**src/rtl/core/urd_pkg.sv**
```systemverilog
package urd_pkg;

    // fixed field widths
    localparam int WORD_W     = 31;
    localparam int VALUE_W    = 32;
    localparam int MIN_W      = 31;
    localparam int CNT_W      = 11;
    localparam int CFG_IDX_W  = 2;
    localparam int CFG_DATA_W = 31;

    // draw tag stored beside each offset, all ones is the last before a sweep
    localparam int EPOCH_W = 8;

    localparam logic [CNT_W-1:0] RANGE_RESET = CNT_W'(1024);
    localparam logic [CNT_W-1:0] COUNT_RESET = CNT_W'(1);

    typedef enum logic [CFG_IDX_W-1:0] {
        CFG_MIN_VALUE  = 2'd0,
        CFG_RANGE_SIZE = 2'd1,
        CFG_DRAW_COUNT = 2'd2
    } t_cfg_idx;

    typedef enum logic [2:0] {
        ST_CLEAR,
        ST_IDLE,
        ST_START,
        ST_DIV,
        ST_RDJ,
        ST_WRI,
        ST_WRJ
    } t_state;

endpackage

```
**src/rtl/core/urd_rem.sv**
```systemverilog
module urd_rem #(
    parameter int DIV_W = 11
) (
    input  logic                      i_clk,
    input  logic                      i_rst_n,
    input  logic                      i_start,
    input  logic [urd_pkg::WORD_W-1:0] i_dividend,
    input  logic [DIV_W-1:0]          i_divisor,
    output logic                      o_done,
    output logic [DIV_W-1:0]          o_rem
);
    import urd_pkg::*;

    localparam int CW = $clog2(WORD_W);

    logic              r_busy, n_busy;
    logic              r_done, n_done;
    logic [CW-1:0]     r_cnt, n_cnt;
    logic [WORD_W-1:0] r_dvd, n_dvd;
    logic [DIV_W-1:0]  r_div, n_div;
    logic [DIV_W-1:0]  r_rem, n_rem;
    logic [DIV_W:0]    trial;

    // one quotient bit per cycle, restoring form, quotient discarded
    always_comb begin
        n_busy = r_busy;
        n_done = 1'b0;
        n_cnt  = r_cnt;
        n_dvd  = r_dvd;
        n_div  = r_div;
        n_rem  = r_rem;
        trial  = {r_rem, r_dvd[WORD_W-1]};
        if (i_start) begin
            n_busy = 1'b1;
            n_cnt  = '0;
            n_dvd  = i_dividend;
            n_div  = i_divisor;
            n_rem  = '0;
        end else if (r_busy) begin
            if (trial >= {1'b0, r_div}) begin
                n_rem = DIV_W'(trial - {1'b0, r_div});
            end else begin
                n_rem = DIV_W'(trial);
            end
            n_dvd = {r_dvd[WORD_W-2:0], 1'b0};
            n_cnt = r_cnt + 1'b1;
            if (r_cnt == CW'(WORD_W - 1)) begin
                n_busy = 1'b0;
                n_done = 1'b1;
            end
        end
    end

    always_ff @(posedge i_clk) begin
        if (!i_rst_n) begin
            r_busy <= 1'b0;
            r_done <= 1'b0;
            r_cnt  <= '0;
        end else begin
            r_busy <= n_busy;
            r_done <= n_done;
            r_cnt  <= n_cnt;
        end
        r_dvd <= n_dvd;
        r_div <= n_div;
        r_rem <= n_rem;
    end

    assign o_done = r_done;
    assign o_rem  = r_rem;

endmodule

```
**config.mk**
```make
export PLATFORM = sky130hd
export DESIGN_NAME = urd_rem
export DESIGN_NICKNAME = d
export VERILOG_FILES = /design/src/rtl/core/urd_pkg.sv /design/src/rtl/core/urd_rem.sv
export SDC_FILE = /design/constraint.sdc
export NUM_CORES = 1
export LEC_CHECK = 0
export BUFFER_PORTS_ARGS = -buffer_cell sky130_fd_sc_hd__buf_2
export CORE_MARGIN = 2
export CORE_UTILIZATION = 30
export CTS_CLUSTER_SIZE = 30
export DETAILED_ROUTE_END_ITERATION = 16
export PLACE_DENSITY = 0.48
export SYNTH_ARGS = -nofsm -noshare
export SYNTH_HDL_FRONTEND = slang
export SYNTH_SLANG_ARGS = --single-unit
```
**constraint.sdc**
```tcl
create_clock -name i_clk -period 2.8 [get_ports i_clk]
set_clock_uncertainty 0.2 [all_clocks]
set_input_delay 0.42 -clock i_clk [delete_from_list [all_inputs] [get_ports i_clk]]
set_output_delay 0.42 -clock i_clk [all_outputs]
set_load 0.05 [all_outputs]
```
Word-level counts from Yosys, hierarchy flattened. Index checks and enable logic that the tools add are counted.

Flip-flop bits (word level): 60. Output and inout bits: 12. Bits of input ports: 45.

Reduce and logical (&&, ||, !) cells: 3. $lt $le $gt $ge: 1. Equal/unequal tests: 1. Multiplexer cells: 7. $add $sub $neg: 2. Bitwise gates (word level): 2.

Operators with widths (number): 31-bit two-way mux (2); 12-bit by 11-bit >= comparator with 1-bit output (1); 11-bit two-way mux (1); 11-bit subtractor (1); 5-bit by 1-bit adder with 5-bit output (second input constant) (1); 5-bit == test (second input constant) (1); 1-bit two-way mux (4); 3-bit OR reduction (1); 1-bit NOT (2); 2-bit nonzero test (1); 2-bit OR reduction (1).

Logic depth before layout (Yosys ltp).
Depth after elaboration: 4. Mapped depth: 10. Gate-level depth less buffers: 9.

Worst setup path after synthesis. Ideal clock, no wire load.

Path type: register to register. Start: register r_rem[0] (netlist: o_rem[0]). End: register r_rem[6] (netlist: o_rem[6]). Arrival: 2.720 ns. Library setup time: 0.079 ns. Required time: 2.521 ns. Path slack: -0.199 ns. Buffers on the path: 1. Clock period less this slack: 2.999 ns. Cell stages (with the launch flop): 10. Cell sequence: dfxtp_1 > inv_1 > fa_1 > and2b_1 > o22ai_2 > a211o_1 > and2_1 > buf_6 > or3b_1 > a211oi_2.

Word-level cells in the longest chain between the ends: 2. Elaborated cells between the ends (all ways): 3. Those cells by class: 1 x add/sub; 1 x order compare; 1 x mux.

Ends and longest elaborated chain: start, declared (line urd_rem.sv:21) `logic [DIV_W-1:0] r_rem, n_rem;`; start signal, assigned (line urd_rem.sv:66) `r_rem <= n_rem;`; 11-bit subtractor / 12-bit by 11-bit >= comparator with 1-bit output (equally long branches) (line urd_rem.sv:41, urd_rem.sv:40); 11-bit two-way mux (*) (line urd_rem.sv:40) `if (trial >= {1'b0, r_div}) begin`.

Mark *: on every way between the ends. The rest lies on a longest branch, timed or not. A chain may end at the register's enable or synchronous reset.

Worst setup path after layout.
Start: register r_dvd[30]. End: register r_rem[6] (netlist: o_rem[6]).

Word-level cells in the longest chain between the ends: 2. Elaborated cells between the ends (all ways): 3. Those cells by class: 1 x add/sub; 1 x order compare; 1 x mux.

Ends and longest elaborated chain: start, declared (line urd_rem.sv:19) `logic [WORD_W-1:0] r_dvd, n_dvd;`; start signal, assigned (line urd_rem.sv:64) `r_dvd <= n_dvd;`; 11-bit subtractor / 12-bit by 11-bit >= comparator with 1-bit output (equally long branches) (line urd_rem.sv:41, urd_rem.sv:40); 11-bit two-way mux (*) (line urd_rem.sv:40).

Marked as above.

==> summary.txt <==
Clocking
  – Clock net sink count: 60
  – Number of buffers between clock root and the deepest sink: 2
  – Total CTS buffers: 9
  – # H-tree levels: 3
  – Source-to-sink clock delay at the later pin of the worst-skew pair: 0.34 ns
  – Post-CTS Repair Setup Buffers: 0
  – Clk slew on worst S/H paths: 0.07 ns
  – CTS tree: done
  – Root Buffer: sky130_fd_sc_hd__clkbuf_8

Timing
  – Slew headroom: 0.697
  – Post-route setup TNS: 0 ns
  – Maximum clock frequency: 384 MHz
  – Final Slew Violations: 0
  – Final Hold Violating Endpoints: 0
  – Number of setup violations in the final report: 0
  – Slew @ Worst Pin: 0.453 ns
  – Worst hold slack across all endpoints: 0.0583 ns
  – PnR worst setup slack: 0.193 ns
  – Final critical-path required period: 2.61 ns
  – Final worst path period share: 0.931
  – Unrepaired setup endpoints after global routing: no

Power and ir drop
  – Leakage power of the design: 0.00152 µW
  – Largest vdd supply drop: 299 µV
  – Pwr/cell area: 598 nW/µm²
  – Power, Total: 2190 µW

Floorplan
  – Die Width: 103 µm
  – Total Die Area: 10,700 µm²
  – Ports: 57
  – Row Count: 36
  – Initial standard-cell utilization of the core: 0.305
  – Area of the core: 9680 µm²
  – DIE HEIGHT: 103 µm

Setup path
  – Critical Path AT: 2.67 ns
  – Maximum fanout count along the critical path: 3
  – Source of the worst register-to-register timing path: r_dvd[30]
  – Worst setup path class: reg2reg
  – WP data required: 2.86 ns
  – CP startpoint kind: flop
  – Start point of the critical path: r_dvd[30]
  – Crit path capture type: flop

Logic synthesis
  – Mean instance size in the synthesized netlist: 12.0 µm²
  – Number of enable flip-flop cells after synthesis: 42
  – Synthesized instance count: 246
  – Register bit count reported by yosys: 60
  – Number of distinct library cell variants in the gate-level netlist after synthesis: 46
  – Net count after synthesis: 305
  – Fraction of synthesis flops using an asynchronous set or reset pin: 0
  – Sequential share of the synthesized area: 0.549
  – Synthesized area: 2960 µm²
  – Prevailing post-synth register cell: sky130_fd_sc_hd__edfxtp_1
  – Synth Warn #: 0

Layout
  – Fin nets: 376
  – Area Overhead vs Synth: 23.8%
  – # diodes: 0
  – Proportion of layout cells with a drive suffix above 1: 0.363
  – Layout Utilization: 0.378

GRT
  – Final global-route overflow total: 0
  – Global-route wire length before repair: 10,100 µm
  – All-Layer GR Usage: 0.127
  – Vias in the first global route: 2,072
  – Initial antenna violation count: 0
  – Maximum number of pins on one net before global-route repair: 31

Worst hold path
  – Hold path startpoint: i_divisor[0]
  – Hold Path Class: in2reg

Placed design
  – Port Buf Inserts: 56
  – Pre-CTS setup slack: 0.159 ns
  – Placer congestion estimate: 0.905
  – DPL Wire Length: 4500 µm

Detailed routing
  – Via/cell ratio: 4.50
  – Post-detailed-route DRC marker count: 0
  – WL/cell: 13.8 µm
  – Via Count: 2,047
  – Wirelength, routed: 6290 µm
  – Iter 0 DRT Violations: 73
  – Post-DRT Antenna Nets: 0
  – Detailed-router iteration count before antenna repair: 4

Status
  – Status: finished, final reports clean

Flow run
  – Maximum capacitance violations: 0
[cells in the final DEF, fill, tap and decap left out, types with 2 or more instances in the layout]
| master | count |
|---|---|
| sky130_fd_sc_hd__a211oi_1 | 3 |
| sky130_fd_sc_hd__a21o_1 | 2 |
| sky130_fd_sc_hd__a21oi_1 | 13 |
| sky130_fd_sc_hd__a22o_1 | 2 |
| sky130_fd_sc_hd__and2_1 | 2 |
| sky130_fd_sc_hd__buf_2 | 56 |
| sky130_fd_sc_hd__buf_4 | 10 |
| sky130_fd_sc_hd__bufinv_16 | 2 |
| sky130_fd_sc_hd__clkbuf_1 | 2 |
| sky130_fd_sc_hd__clkbuf_8 | 9 |
| sky130_fd_sc_hd__clkinv_2 | 2 |
| sky130_fd_sc_hd__dfxtp_1 | 17 |
| sky130_fd_sc_hd__edfxtp_1 | 42 |
| sky130_fd_sc_hd__ha_1 | 13 |
| sky130_fd_sc_hd__inv_1 | 18 |
| sky130_fd_sc_hd__mux2_2 | 31 |
| sky130_fd_sc_hd__mux2i_1 | 2 |
| sky130_fd_sc_hd__nand2_1 | 14 |
| sky130_fd_sc_hd__nand2b_1 | 3 |
| sky130_fd_sc_hd__nand4_1 | 5 |
| sky130_fd_sc_hd__nor2_1 | 18 |
| sky130_fd_sc_hd__nor2b_1 | 3 |
| sky130_fd_sc_hd__nor3_1 | 4 |
| sky130_fd_sc_hd__o21a_1 | 3 |
| sky130_fd_sc_hd__o21ai_0 | 14 |
| sky130_fd_sc_hd__xnor2_1 | 4 |
| sky130_fd_sc_hd__xor2_1 | 4 |
[area by class of cell]
type                    instances  area (µm²)
multi-input cells             162        1240
clock buffers                  11         131
well taps                     133         166
clock inverters                 5        77.6
inverters                      18        67.6
flip-flops and latches         60        1620
fillers                       968        6020
repair buffers                 66         355
[cells by family (layout without fill, tap and decap cells)]
family,after synthesis,after routing,share of synthesized area
adders and majority gates,14,14,0.0618
AOI/OAI and AO/OA,50,50,0.113
and+or+nand+nor,57,57,0.0948
DFF,60,60,0.549
muxes,33,33,0.125
buffers and inverters,24,100,0.0330
xor gates and xnor gates,8,8,0.0237
[metal layers]
metal / wire length (µm) / vias up / GRT usage
li1: - / 1047 / -
met1: 2900 / 928 / 0.158
met2: 2820 / 61 / 0.197
met3: 448 / 11 / 0.0544
met4: 114 / 0 / 0.0476
met5: 0 / - / 0
[synthesized netlist by cell type, types with 2 or more instances]
library cell	number	area [µm²]
sky130_fd_sc_hd__mux2_2	31	349
sky130_fd_sc_hd__nor3_1	4	20.0
sky130_fd_sc_hd__and2_1	2	12.5
sky130_fd_sc_hd__nor2b_1	3	18.8
sky130_fd_sc_hd__ha_1	13	163
sky130_fd_sc_hd__o21a_1	3	22.5
sky130_fd_sc_hd__nand2_1	14	52.6
sky130_fd_sc_hd__a21oi_1	13	65.1
sky130_fd_sc_hd__nand4_1	5	31.3
sky130_fd_sc_hd__xnor2_1	4	35.0
sky130_fd_sc_hd__nor2_1	18	67.6
sky130_fd_sc_hd__a22o_1	2	17.5
sky130_fd_sc_hd__dfxtp_1	18	360
sky130_fd_sc_hd__edfxtp_1	42	1260
sky130_fd_sc_hd__a211oi_1	3	22.5
sky130_fd_sc_hd__mux2i_1	2	20.0
sky130_fd_sc_hd__nand2b_1	3	18.8
sky130_fd_sc_hd__clkbuf_1	2	7.51
sky130_fd_sc_hd__buf_1	3	11.3
sky130_fd_sc_hd__a21o_1	2	15.0
sky130_fd_sc_hd__inv_1	18	67.6
sky130_fd_sc_hd__xor2_1	4	35.0
sky130_fd_sc_hd__o21ai_0	14	70.1
[critical path, stage by stage, from the launching register on]
cell and delay [ns]:
sky130_fd_sc_hd__edfxtp_1 0.34, sky130_fd_sc_hd__inv_1 0.05, sky130_fd_sc_hd__ha_1 0.22, sky130_fd_sc_hd__fa_2 0.35
sky130_fd_sc_hd__and2b_1 0.23, sky130_fd_sc_hd__o22ai_2 0.11, sky130_fd_sc_hd__a211o_1 0.30, sky130_fd_sc_hd__and2_1 0.17
sky130_fd_sc_hd__or3b_1 0.39, sky130_fd_sc_hd__a211oi_2 0.17
[power breakdown]
part,leakage (µW),internal [µW],total (µW),switching [µW]
registers,0.000566,1030,1060,27.2
logic,0.000853,132,286,153
clock network,0.000103,499,845,346
total,0.00152,1660,2190,527
[flip-flops by register name, indices dropped and copies added (netlist names)]
register and flops:
o_done 1, r_busy 1, r_dvd 31, r_cnt 5
r_div 11, o_rem 11
[final timing paths]
path                                  to  slack, ns  depth (start not counted)
worst max-delay path            o_rem[6]       0.19                          9
worst max register to register  o_rem[6]       0.19                          9
worst min register to register  o_rem[9]       0.29                          2
worst min-delay path            r_div[0]       0.06                          1
[stage by stage]
stage | area, µm² | std cells
floorplan | 2960 | 246
global placement | 3450 | 439
detailed placement | 3450 | 439
CTS | 3660 | 455
global route | 3660 | 455
finish | 3660 | 455
[what timing repair did]
action                                  in CTS  in global routing
hold buffers                                 0                  0
gates resized for setup                      0                  1
endpoints found under the setup margin       0                  2
(Power assumes the default switching activity.)
